`config.mk`:
```
export PLATFORM = sky130hd
export DESIGN_NAME = phs_ctrl
export DESIGN_NICKNAME = d
export VERILOG_FILES = /design/src/rtl/core/phs_pkg.sv /design/src/rtl/core/phs_ctrl.sv
export SDC_FILE = /design/constraint.sdc
export NUM_CORES = 1
export LEC_CHECK = 0
export BUFFER_PORTS_ARGS = -buffer_cell sky130_fd_sc_hd__buf_2
export CAP_MARGIN = 10
export CELL_PAD_IN_SITES_DETAIL_PLACEMENT = 1
export CELL_PAD_IN_SITES_GLOBAL_PLACEMENT = 1
export CORE_MARGIN = 2
export CORE_UTILIZATION = 32
export DETAILED_ROUTE_END_ITERATION = 7
export GPL_ROUTABILITY_DRIVEN = 0
export PLACE_DENSITY = 0.85
export REMOVE_ABC_BUFFERS = 1
export SYNTH_ARGS = -nofsm -noshare
export SYNTH_HDL_FRONTEND = slang
export SYNTH_SLANG_ARGS = --single-unit
```
`constraint.sdc`:
```
create_clock -name clk -period 3.5 [get_ports clk]
set_clock_uncertainty 0.1 [all_clocks]
set_input_delay 0.175 -clock clk [delete_from_list [all_inputs] [get_ports clk]]
set_output_delay 0.175 -clock clk [all_outputs]
set_load 0.02 [all_outputs]
```
`src/rtl/core/phs_pkg.sv`:
```
`timescale 1ns / 1ps
`default_nettype none
// ----------------------------------------------------------------------------
// phs_pkg
// Shared types, codes and defaults of the per-class histogram statistics block.
// ----------------------------------------------------------------------------
package phs_pkg;

  localparam int CENTERS_DEF     = 16;
  localparam int MAX_VECTORS_DEF = 256;
  localparam int MAX_CLASSES_DEF = 16;

  localparam int CMD_W  = 2;
  localparam int LBL_W  = 16;
  localparam int BIDX_W = 4;
  localparam int VAL_W  = 16;
  localparam int SIDX_W = 4;
  localparam int VAR_W  = 32;
  localparam int MCNT_W = 9;
  localparam int CF_W   = 5;
  localparam int STS_W  = 2;
  localparam int NC_W   = 5;

  localparam logic [NC_W-1:0] NC_RESET = 5'd16;

  typedef enum logic [CMD_W-1:0] {
    CMD_LOAD   = 2'd0,
    CMD_FINISH = 2'd1,
    CMD_QUERY  = 2'd2,
    CMD_NOP    = 2'd3
  } cmd_t;

  typedef enum logic [STS_W-1:0] {
    ST_OK           = 2'd0,
    ST_CLASS_FULL   = 2'd1,
    ST_STORE_FULL   = 2'd2,
    ST_NOT_COMPUTED = 2'd3
  } status_t;

  typedef struct packed {
    logic [CMD_W-1:0]  cmd;
    logic [LBL_W-1:0]  label;
    logic [BIDX_W-1:0] bin_index;
    logic [VAL_W-1:0]  value;
    logic [SIDX_W-1:0] class_slot;
  } in_item_t;

  typedef struct packed {
    logic [LBL_W-1:0]  class_label;
    logic [VAL_W-1:0]  mean_value;
    logic [VAR_W-1:0]  variance_value;
    logic [MCNT_W-1:0] member_count;
    logic [CF_W-1:0]   classes_found;
    logic [STS_W-1:0]  status;
  } out_item_t;

  typedef enum logic [3:0] {
    S_IDLE,
    S_LOAD,
    S_QRY,
    S_RESULT,
    S_CSTART,
    S_BIN,
    S_PASS,
    S_DRAIN,
    S_DIV,
    S_NEXT
  } fsm_state_t;

  // controller -> datapath
  typedef struct packed {
    logic ld_do;
    logic cmp_init;
    logic acc_clr;
    logic issue;
    logic pass_set;
    logic pass_clr;
    logic div_start;
    logic mean_latch;
    logic st_wr;
    logic st_zero;
    logic bin_step;
    logic set_computed;
    logic out_load;
  } ctrl_cmd_t;

  // datapath -> controller
  typedef struct packed {
    cmd_t cmd;
    logic cc_zero;
    logic bin_ge_n;
    logic last_vec;
    logic pipe_busy;
    logic div_done;
    logic pass;
    logic last_bin;
    logic last_cls;
    logic out_free;
  } ctrl_sts_t;

endpackage
`default_nettype wire

```
`src/rtl/core/phs_ctrl.sv`:
```
`timescale 1ns / 1ps
`default_nettype none
// ----------------------------------------------------------------------------
// phs_ctrl
// Sequencer for load, query and the two-pass finish computation.
// ----------------------------------------------------------------------------
module phs_ctrl import phs_pkg::*; (
  input  wire logic      clk,
  input  wire logic      rst_n,
  input  wire logic      in_fire,
  input  wire cmd_t      in_cmd,
  input  wire ctrl_sts_t sts,
  output ctrl_cmd_t      cmd,
  output logic           in_ready
);

  fsm_state_t state_r;
  fsm_state_t state_nxt;

  always_ff @(posedge clk) begin
    if (!rst_n) begin
      state_r <= S_IDLE;
    end else begin
      state_r <= state_nxt;
    end
  end

  always_comb begin
    state_nxt = state_r;
    cmd       = '0;
    in_ready  = 1'b0;
    unique case (state_r)
      S_IDLE: begin
        in_ready = 1'b1;
        if (in_fire) begin
          unique case (in_cmd)
            CMD_LOAD:   state_nxt = S_LOAD;
            CMD_FINISH: state_nxt = S_CSTART;
            CMD_QUERY:  state_nxt = S_QRY;
            default:    state_nxt = S_IDLE;
          endcase
        end
      end
      S_LOAD: begin
        cmd.ld_do = 1'b1;
        state_nxt = S_IDLE;
      end
      S_QRY: begin
        state_nxt = S_RESULT;
      end
      S_RESULT: begin
        if (sts.out_free) begin
          cmd.out_load = 1'b1;
          state_nxt    = S_IDLE;
        end
      end
      S_CSTART: begin
        cmd.cmp_init = 1'b1;
        if (sts.cc_zero) begin
          cmd.set_computed = 1'b1;
          state_nxt        = S_RESULT;
        end else begin
          state_nxt = S_BIN;
        end
      end
      S_BIN: begin
        if (sts.bin_ge_n) begin
          cmd.st_wr   = 1'b1;
          cmd.st_zero = 1'b1;
          state_nxt   = S_NEXT;
        end else begin
          cmd.acc_clr  = 1'b1;
          cmd.pass_clr = 1'b1;
          state_nxt    = S_PASS;
        end
      end
      S_PASS: begin
        cmd.issue = 1'b1;
        if (sts.last_vec) begin
          state_nxt = S_DRAIN;
        end
      end
      S_DRAIN: begin
        if (!sts.pipe_busy) begin
          cmd.div_start = 1'b1;
          state_nxt     = S_DIV;
        end
      end
      S_DIV: begin
        if (sts.div_done) begin
          if (!sts.pass) begin
            cmd.mean_latch = 1'b1;
            cmd.pass_set   = 1'b1;
            cmd.acc_clr    = 1'b1;
            state_nxt      = S_PASS;
          end else begin
            cmd.st_wr = 1'b1;
            state_nxt = S_NEXT;
          end
        end
      end
      S_NEXT: begin
        if (sts.last_bin && sts.last_cls) begin
          cmd.set_computed = 1'b1;
          state_nxt        = S_RESULT;
        end else begin
          cmd.bin_step = 1'b1;
          state_nxt    = S_BIN;
        end
      end
      default: begin
        state_nxt = S_IDLE;
      end
    endcase
  end

endmodule
`default_nettype wire
```
==> impl_results.md, run 1 <==
- Seq cells post-synth: 4
- Remaining DRCs: 0
- Peak supply drop: between 0.1 and 0.15 mV
- Num rows: 15
- Dominant cell type by area after synthesis: dfxtp_1
- Overall Power: 261 µW
- Post-DP Area: 692 µm²
- Biggest regs: state_r: 4 flops
- Fillers: 238
- Commonest non-fill, non-tap cell in the layout: buf_2
- Main flop type after synthesis: dfxtp_1
- Reg2reg setup slack: 1.52 ns
- Final number of hold-violating endpoints: 0
- Reg2reg start: state_r[3]
- Final setup violation count: 0
- Setup bufs post-CTS: 0
- CTS resizes: 0
- Max Freq: 467 MHz
- Post-Syn Area per Cell: 7.59 µm²
- Clock Sinks: 4
- Status: completed
- Max Cap Violations: 0
- Nets: ~120
- Area share of the largest cell type after synthesis: 0.137
- Hold Path Stages: 3
- Synthesized instance count: 77
- Synth top area cells: dfxtp_1 14%, nand2b_1 5.4%, nor2_1 4.5%
- R2R depth: 4
- Asr flop ratio synth: 0
- Bufs on Longest Clock Path: 2
- CP max FO: 19
- Die width: 46.7 µm
- Clock root cell: clkbuf_4
- CTS tree: done
- CP startpoint: state_r[2]
- RSZ-0062 raised after global routing: false
- Clock share of power: 0.238
- Sequential share of power: 0.319
- Area of the die: 2180 µm²
- End of the critical path: cmd[4]
- Number of synthesized flops with an enable pin: 0
- Initial Util: 0.338
- Via count: just under 700
- IO Port Bufs: 27
- GRT Overall Usage: 0.181
- Final Instance Area: 714 µm²
- Antenna violations before repair: 0
- Core box area: 1730 µm²
- Net Sw Frac: 0.457
- DP Cell Count: approximately 120
- Fin crit period: 2.14 ns
- # diodes: 0
- Pre-antenna DRT Iters: 4
- DP HPWL: ~1300 µm
- Library cells used by synthesis: 38
- Worst setup EP type: primary output
- Setup CP Type: reg -> out
- Fin. max-slew vios: 0
- Hold Slack: between 0.1 and 0.15 ns
- Yosys Warn Count: 0
- Layout Cells excl Fill: 124
- H-tree levels: 1
- Leak: 0.000321 µW
- Internal power: 142 µW
- Max reg flops: 4
- Clock latency on the worst-skew pair: 0.25 ns
- Power Density: approximately 360 nW/µm²
- CTS clk-pin slew, worst paths: 0.04 ns
- WL/cell: 14.3 µm
- Slew @ Worst Pin: 0.612 ns
- Largest net degree at the start of global routing: 20
- Max_slew headroom: 0.591
- Post-Route WL: 1780 µm
- Critical Path Source Type: flip-flop
- CP required: 3.22 ns
- CTS Hold Buffers Added: 0
- Share of layout cells above drive strength 1: 0.384
- Setup_tns: 0 ns
- CTS buffer count: 3
- I/O Pins: 30
- Tcrit/Tclk final: 0.611
- DR iter-0 viols: 13
- P&R area growth vs syn: 22.3%
- Vias in the first global route: 638
- CP Data Arrival Time: 1.86 ns
- Remaining Overflow, GRT: 0
- Net Sw Power: 119 µW
- Type of the worst min-delay path: in -> reg
- Seq/Total Area, Yosys: 0.137
- Most frequent cells in the layout: 27 x buf_2, 7 x nor2_1, 5 x nand2b_1
- Die H: 46.7 µm
- Post-Syn Area: 584 µm²
- Gate power share: 0.444
- First-pass GRT wire length: 2860 µm
- Number of routed nets with antenna violations: 0
- Routed vias/inst: 5.58
- Largest Register: state_r
- Reg-to-reg endpoint: state_r[1]
-- cell usage after synthesis (2+ instances only) --
cell and number:
nor2b_1 2, nand2_1 3, buf_2 2, a21oi_1 2
nor4_1 4, and3_1 3, o31ai_1 2, nand2b_1 5
o32ai_1 2, inv_1 4, a311oi_1 2, dfxtp_1 4
nor2_1 7, nand4bb_1 2, buf_4 3, buf_6 2
and2_1 2, nor3_1 4, o21ai_0 3
-- cell type report --
cell class              instances  area (µm²)  share of cell area
flip-flops and latches          4        80.1               0.112
inverters                       4        15.0              0.0210
repair buffers                 27         135               0.189
clock buffers                   3        22.5              0.0315
multi-input cells              61         430               0.602
well taps                      25        31.3              0.0438
-- worst max-delay path, cell delays in order (launching register included) --
cell and delay, ns:
dfxtp_1 0.70, nand2_1 0.21, nor4b_1 0.40, o21a_1 0.15
buf_2 0.15
-- power groups by stage --
stage          registers, µW  clock network, µW  logic (µW)
4_1_cts                 83.2               63.1         116
3_3_place_gp            82.5                  0         112
2_1_floorplan           73.6                  0        82.5
5_1_grt                 86.6               66.6         127
6_report                83.0               62.0         116
3_5_place_dp            83.4                  0         115
-- worst min-delay path by stage --
stage | from | end | slack, ns
2_1_floorplan | rst_n | state_r[3] | 0.20
3_3_place_gp | rst_n | state_r[3] | 0.37
3_5_place_dp | rst_n | state_r[3] | 0.36
4_1_cts | rst_n | state_r[3] | 0.1
5_1_grt | rst_n | state_r[3] | 0.10
6_report | rst_n | state_r[3] | 0.10
-- metal layers --
metal / GRT usage / share of wire
met1: 0.233 / 0.47
met2: 0.308 / 0.46
met3: 0.0385 / 0.054
met4: 0.0500 / 0.013
met5: 0 / 0
-- through the flow --
stage / util / setup WS, ns
after floorplan: - / 0.896
after global placement: 0.401 / 1.58
after detailed placement: 0.401 / 1.53
after CTS: 0.414 / 1.35
after global routing: 0.414 / 1.17
final: 0.414 / 1.36
-- cell families after synthesis --
kind of cell,share of synthesized area
compound gates,0.261
buf+inv,0.126
flops,0.137
simple gates,0.475
(Power assumes the default switching activity.)
==> run 2, diff against run 1 <==
Settings changed: CORE_UTILIZATION 32 to 27, PLACE_DENSITY 0.85 to 0.77.
Clock period 3.5 ns to 1.7 ns, I/O delays scaled along.
==> run 2 against run 1 <==
  * Clock power is 81% higher
  * Critical path type unchanged
  * Total power is 150% higher
  * Flip-flop and latch count stayed put
  * Utilization is 5.9 points higher
==> impl_results.md, run 2 (same netlist as run 1, synthesis figures left out) <==
- Status: completed (unchanged)
- Worst Slack Setup Final: 0.0491 ns (was 1.36 ns)
- Final number of hold-violating endpoints: 0 (unchanged)
- Tcrit/Tclk final: 0.971
- WL/cell: 14.6 µm (was 14.3 µm)
- Clock Sinks: 4 (unchanged)
- CTS clk-pin slew, worst paths: 0.04 ns (about the same)
- Reg-to-reg endpoint: state_r[1] (unchanged)
- Share of layout cells above drive strength 1: 0.570 (was 0.384)
- DR iter-0 viols: 10 (was 13)
- Final Instance Area: 947 µm² (was 714 µm²)
- Max_slew headroom: 0.804 (was 0.591)
- Die width: 50.5 µm (was 46.7 µm)
- Area of the die: 2550 µm² (was 2180 µm²)
- CTS buffer count: 3 (unchanged)
- Antenna violations before repair: 0 (unchanged)
- Critical Path Source Type: flip-flop (unchanged)
- Peak supply drop: 0.396 mV (was 0.130 mV)
- Core box area: 2000 µm² (was 1730 µm²)
- H-tree levels: 1 (unchanged)
- Critical path cell sequence: buf_4 > buf_4 > buf_4 > nor4_1 > buf_2 (was nand2_1 > nor4b_1 > o21a_1 > buf_2)
- Placement Setup Slack: 0.00288 ns (was 1.53 ns)
- Slowest stage cell, crit path: dfxtp_4 (was dfxtp_1)
- Clock root cell: clkbuf_4 (unchanged)
- CP required: 1.51 ns (was 3.22 ns)
- IO Port Bufs: 27 (unchanged)
- GRT Overall Usage: 0.161 (was 0.181)
- Fillers: 268 (was 238)
- Num rows: 16 (was 15)
- DP Cell Count: 141 (was 121)
- Max Cap Violations: 0 (unchanged)
- Number of routed nets with antenna violations: 0 (unchanged)
- Remaining DRCs: 0 (unchanged)
- Critical Path Max Stage Delay: 0.38 ns (was 0.70 ns)
- Leak: 0.000438 µW (was 0.000321 µW)
- Commonest non-fill, non-tap cell in the layout: buf_2 (unchanged)
- Worst hold start: rst_n (unchanged)
- Clock latency on the worst-skew pair: 0.22 ns (was 0.25 ns)
- CTS Hold Buffers Added: 0 (unchanged)
- Bufs on Longest Clock Path: 2 (unchanged)
- Reg2reg setup slack: 0.05 ns (was 1.52 ns)
- Slew @ Worst Pin: 0.292 ns (was 0.612 ns)
- Max Freq: 606 MHz
- Routed vias/inst: 5.26 (was 5.58)
- Post-Route WL: 2160 µm (was 1780 µm)
- Remaining Overflow, GRT: 0 (unchanged)
- Nets: 139 (was 117)
- Layout Cells excl Fill: 148 (was 124)
- Fin. max-slew vios: 0 (unchanged)
- Most frequent cells in the layout: 26 x buf_2, 23 x buf_4, 7 x nor2_1, 5 x nand2b_1 (was 27 x buf_2, 7 x nor2_1, 5 x nand2b_1)
- Worst Hold Path EP: state_r[3] (unchanged)
- Post-DP Area: 830 µm² (was 692 µm²)
- Fin crit period: 1.65 ns
- First-pass GRT wire length: 3310 µm (was 2860 µm)
- Via count: 778 (was 692)
- I/O Pins: 30 (unchanged)
- Setup CP Type: reg -> out (unchanged)
- Largest net degree at the start of global routing: 16 (was 20)
- Biggest regs: state_r: 4 flops (unchanged)
- R2R depth: 3 (was 4)
- Power Density: 686 nW/µm² (was 365 nW/µm²)
- Initial Util: 0.292 (was 0.338)
- Final setup violation count: 0 (unchanged)
- Family with the most delay on the worst path: buffers and inverters (was flip-flops)
- Pre-antenna DRT Iters: 4 (unchanged)
- Largest Register: state_r (unchanged)
- CP Data Arrival Time: 1.47 ns (was 1.86 ns)
- RSZ-0062 raised after global routing: true (was false)
- Max reg flops: 4 (unchanged)
- Type of the worst min-delay path: in -> reg (unchanged)
- Worst Path Buf+Inv: 4 (was 1)
- Hold Path Stages: 3 (unchanged)
- # diodes: 0 (unchanged)
- CTS tree: done (unchanged)
- Vias in the first global route: 757 (was 638)
- Overall Power: 650 µW (was 261 µW)
- Reg2reg start: state_r[2] (was state_r[3])
- DP HPWL: 1610 µm (was 1350 µm)
- Die H: 50.5 µm (was 46.7 µm)
- Cell repeated most along the worst path: buf_4
- CP max FO: 13 (was 19)
- P&R area growth vs syn: 62.1% (was 22.3%)
- Worst setup EP type: primary output (unchanged)
- Final core occ: 0.473 (was 0.414)
[run 2: changes by cell type in the layout (fill, tap and decap cells not counted)]
| cell | delta |
|---|---|
| a21oi_1 | -1 |
| a21oi_2 | +1 |
| buf_2 | -1 |
| buf_4 | +23 |
| dfxtp_1 | -4 |
| dfxtp_2 | +1 |
| dfxtp_4 | +3 |
| nor4_1 | -2 |
| nor4_2 | +1 |
| nor4_4 | +1 |
| nor4b_1 | -1 |
| nor4b_2 | +1 |
| o32ai_1 | -1 |
| o32ai_4 | +1 |
[run 2: through the flow]
step | TNS [ns] | hold slack (ns)
4_1_cts | 0 | 0.0444
6_report | 0 | 0.0459
3_3_place_gp | 0 | 0.268
3_5_place_dp | 0 | 0.294
5_1_grt | -0.0213 | 0.0488
2_1_floorplan | -2.28 | 0.114
[run 2: worst min-delay path, cell delays in order]
cell     delay, ns
buf_2         0.13
o31ai_1       0.08
a21oi_1       0.04
[run 2: area by class of cell]
cell class                 instances  area (µm²)  area share
timing repair buffer              49         303       0.320
sequential                         4        92.6      0.0978
tap                               27        33.8      0.0357
multi-input combinational         61         480       0.507
clock buffer                       3        22.5      0.0238
inverter                           4        15.0      0.0159
[run 2: metal layers]
metal / track usage / routed length [µm] / up-vias
li1: - / - / 383
met2: 0.285 / 1100 / 23
met1: 0.208 / 921 / 366
met4: 0.0270 / 57 / 0
met3: 0.0268 / 83 / 6
met5: 0 / 0 / -
[run 2: where the power goes]
part / total (µW) / internal, µW / switching, µW / leakage [µW]
Combinational: 387 / 189 / 199 / 0.000388
Clock: 112 / 78.6 / 33.3 / 0.0000138
Sequential: 151 / 112 / 38.8 / 0.0000353
[run 2: how the worst max path moves through the flow]
stage                 endpoint  slack [ns]       start  cells after the start
finish                in_ready        0.05  state_r[0]                      5
global route            cmd[4]       -0.02  state_r[0]                      5
CTS                    cmd[10]       0.008  state_r[1]                      5
detailed placement  state_r[1]       0.003  state_r[0]                      3
global placement        cmd[4]        0.03  state_r[0]                      5
floorplan              cmd[10]       -0.81  state_r[3]                      3
[run 2: what timing repair did]
item	4_1_cts	5_1_grt
pin swaps	0	2
setup buffers	0	4
resized for setup	8	7
endpoints found under the setup margin	10	6
==> run 3, diff against run 2 <==
Settings changed: GPL_TIMING_DRIVEN set to 0.
==> run 3 against run 2 <==
  * Final cell count fell by 11%
  * Non-clock buffer count decreased by 16
  * Die area unchanged
  * Routed wire length fell by 11%
  * Combinational power decreased by 27%
  * Worst setup slack got worse by 0.0034 ns
  * Critical endpoint is now state_r[2]
  * Sequential power grew 11%
  * Register-to-register slack barely moved
==> impl_results.md, run 3 (same netlist as run 1, synthesis figures left out) <==
- Status: completed (unchanged)
- Largest Register: state_r (unchanged)
- H-tree levels: 1 (unchanged)
- First-pass GRT wire length: 2870 µm (was 3310 µm)
- Power Density: 707 nW/µm² (was 686 nW/µm²)
- R2R depth: 4 (was 3)
- Post-DP Area: 694 µm² (was 830 µm²)
- Peak supply drop: 0.263 mV (was 0.396 mV)
- CTS tree: done (unchanged)
- IO Port Bufs: 27 (unchanged)
- Remaining Overflow, GRT: 0 (unchanged)
- Post-Route WL: 1920 µm (was 2160 µm)
- Vias in the first global route: 619 (was 757)
- Final number of hold-violating endpoints: 0 (unchanged)
- Core box area: 2000 µm² (unchanged)
- Number of routed nets with antenna violations: 0 (unchanged)
- Gate power share: 0.498 (was 0.596)
- Final Instance Area: 801 µm² (was 947 µm²)
- Reg2reg start: state_r[2] (unchanged)
- Largest net degree at the start of global routing: 20 (was 16)
- CTS clk-pin slew, worst paths: 0.04 ns (about the same)
- Bufs on Longest Clock Path: 2 (unchanged)
- GR peak layer: met2 (unchanged)
- Net Sw Frac: 0.442 (was 0.416)
- Via count: 708 (was 778)
- Worst hold start: rst_n (unchanged)
- Final setup violation count: 0 (unchanged)
- Fillers: 258 (was 268)
- Worst setup EP type: flip-flop (was primary output)
- Sequential share of power: 0.296 (was 0.232)
- Nets: 123 (was 139)
- Slew @ Worst Pin: 0.321 ns (was 0.292 ns)
- Tcrit/Tclk final: 0.973 (was 0.971)
- P&R area growth vs syn: 37.0% (was 62.1%)
- Routing usage on met2: 0.243 (was 0.285)
- CP Data Arrival Time: 1.69 ns (was 1.47 ns)
- Fin. max-slew vios: 0 (unchanged)
- WL/cell: 14.6 µm (about the same)
- DP HPWL: 1350 µm (was 1610 µm)
- Critical Path Source Type: flip-flop (unchanged)
- Most frequent cells in the layout: 27 x buf_2, 7 x nor2_1, 6 x buf_4, 5 x nand2b_1 (was 26 x buf_2, 23 x buf_4, 7 x nor2_1, 5 x nand2b_1)
- Final core occ: 0.400 (was 0.473)
- Reg2reg setup slack: 0.05 ns (about the same)
- Die width: 50.5 µm (unchanged)
- I/O Pins: 30 (unchanged)
- Net Sw Power: 250 µW (was 271 µW)
- Hold Path Stages: 3 (unchanged)
- Leak: 0.000360 µW (was 0.000438 µW)
- Area of the die: 2550 µm² (unchanged)
- RSZ-0062 raised after global routing: true (unchanged)
- CTS Hold Buffers Added: 0 (unchanged)
- Pre-antenna DRT Iters: 4 (unchanged)
- Commonest non-fill, non-tap cell in the layout: buf_2 (unchanged)
- Type of the worst min-delay path: in -> reg (unchanged)
- CP max FO: 19 (was 13)
- Worst Hold Path EP: state_r[3] (unchanged)
- # diodes: 0 (unchanged)
- Max Cap Violations: 0 (unchanged)
- Clock share of power: 0.206 (was 0.172)
- Routed vias/inst: 5.36 (was 5.26)
- CP required: 1.73 ns (was 1.51 ns)
- Clock root cell: clkbuf_4 (unchanged)
- DR iter-0 viols: 7 (was 10)
- Remaining DRCs: 0 (unchanged)
- Setup CP Type: reg -> reg (was reg -> out)
- Max reg flops: 4 (unchanged)
- DP Cell Count: 123 (was 141)
- Share of layout cells above drive strength 1: 0.495 (was 0.570)
- Reg-to-reg endpoint: state_r[2] (was state_r[1])
- Max Freq: 604 MHz (was 606 MHz)
- GRT Overall Usage: 0.146 (was 0.161)
- Met3 Usage GRT: 0.0208 (was 0.0268)
- Biggest regs: state_r: 4 flops (unchanged)
- Internal power: 316 µW (was 379 µW)
- Clock Sinks: 4 (unchanged)
- Clock latency on the worst-skew pair: 0.23 ns (was 0.22 ns)
- Routing usage on met1: 0.188 (was 0.208)
- Num rows: 16 (unchanged)
- Antenna violations before repair: 0 (unchanged)
- Layout Cells excl Fill: 132 (was 148)
- Die H: 50.5 µm (unchanged)
- Max_slew headroom: 0.784 (was 0.804)
- CTS buffer count: 3 (unchanged)
- Setup_tns: 0 ns (unchanged)
- Initial Util: 0.292 (unchanged)
- Fin crit period: 1.65 ns (about the same)
run 3: what timing repair did:
| action | CTS | global route |
|---|---|---|
| endpoints found under the setup margin | 14 | 5 |
| buffers inserted | 0 | 6 |
| gates resized for setup | 7 | 6 |
run 3: cell type report:
class,count,area (µm²),area share
clock buffers,3,22.5,0.0281
repair buffers,33,180,0.225
inverters,4,15.0,0.0188
multi-input cells,61,454,0.567
well taps,27,33.8,0.0422
flip-flops and latches,4,95.1,0.119
run 3: critical path, cell delays in order (launching register included):
cell and delay [ns]:
dfxtp_4 0.40, or4b_4 0.55, a21oi_2 0.18, nor3b_1 0.08, a221oi_2 0.24
run 3: worst max path at each step:
stage / endpoint / slack, ns / start
after floorplan: cmd[10] / -0.81 / state_r[3]
after global placement: state_r[1] / -0.24 / state_r[3]
after detailed placement: state_r[1] / -0.24 / state_r[3]
after CTS: cmd[4] / -0.003 / state_r[2]
after global routing: cmd[10] / -0.02 / state_r[2]
final: state_r[2] / 0.05 / state_r[2]
run 3: stage by stage:
step,hold slack [ns],total power [µW],worst slack [ns]
finish,0.0233,566,0.0456
global route,0.0405,601,-0.0248
CTS,0.0241,534,-0.00334
detailed placement,0.278,411,-0.235
global placement,0.282,402,-0.241
floorplan,0.114,321,-0.814
run 3: per-layer routing:
layer / vias to the layer above / share of wire
li1: 349 / -
met2: 21 / 0.52
met4: 0 / 0
met3: 0 / 0.031
met5: - / 0
met1: 338 / 0.45
run 3: power by group through the flow:
stage	logic, µW	registers, µW	clock network (µW)
after floorplan	170	151	0
after global placement	232	170	0
after detailed placement	240	171	0
after CTS	242	174	119
after global routing	308	173	121
final	282	168	117
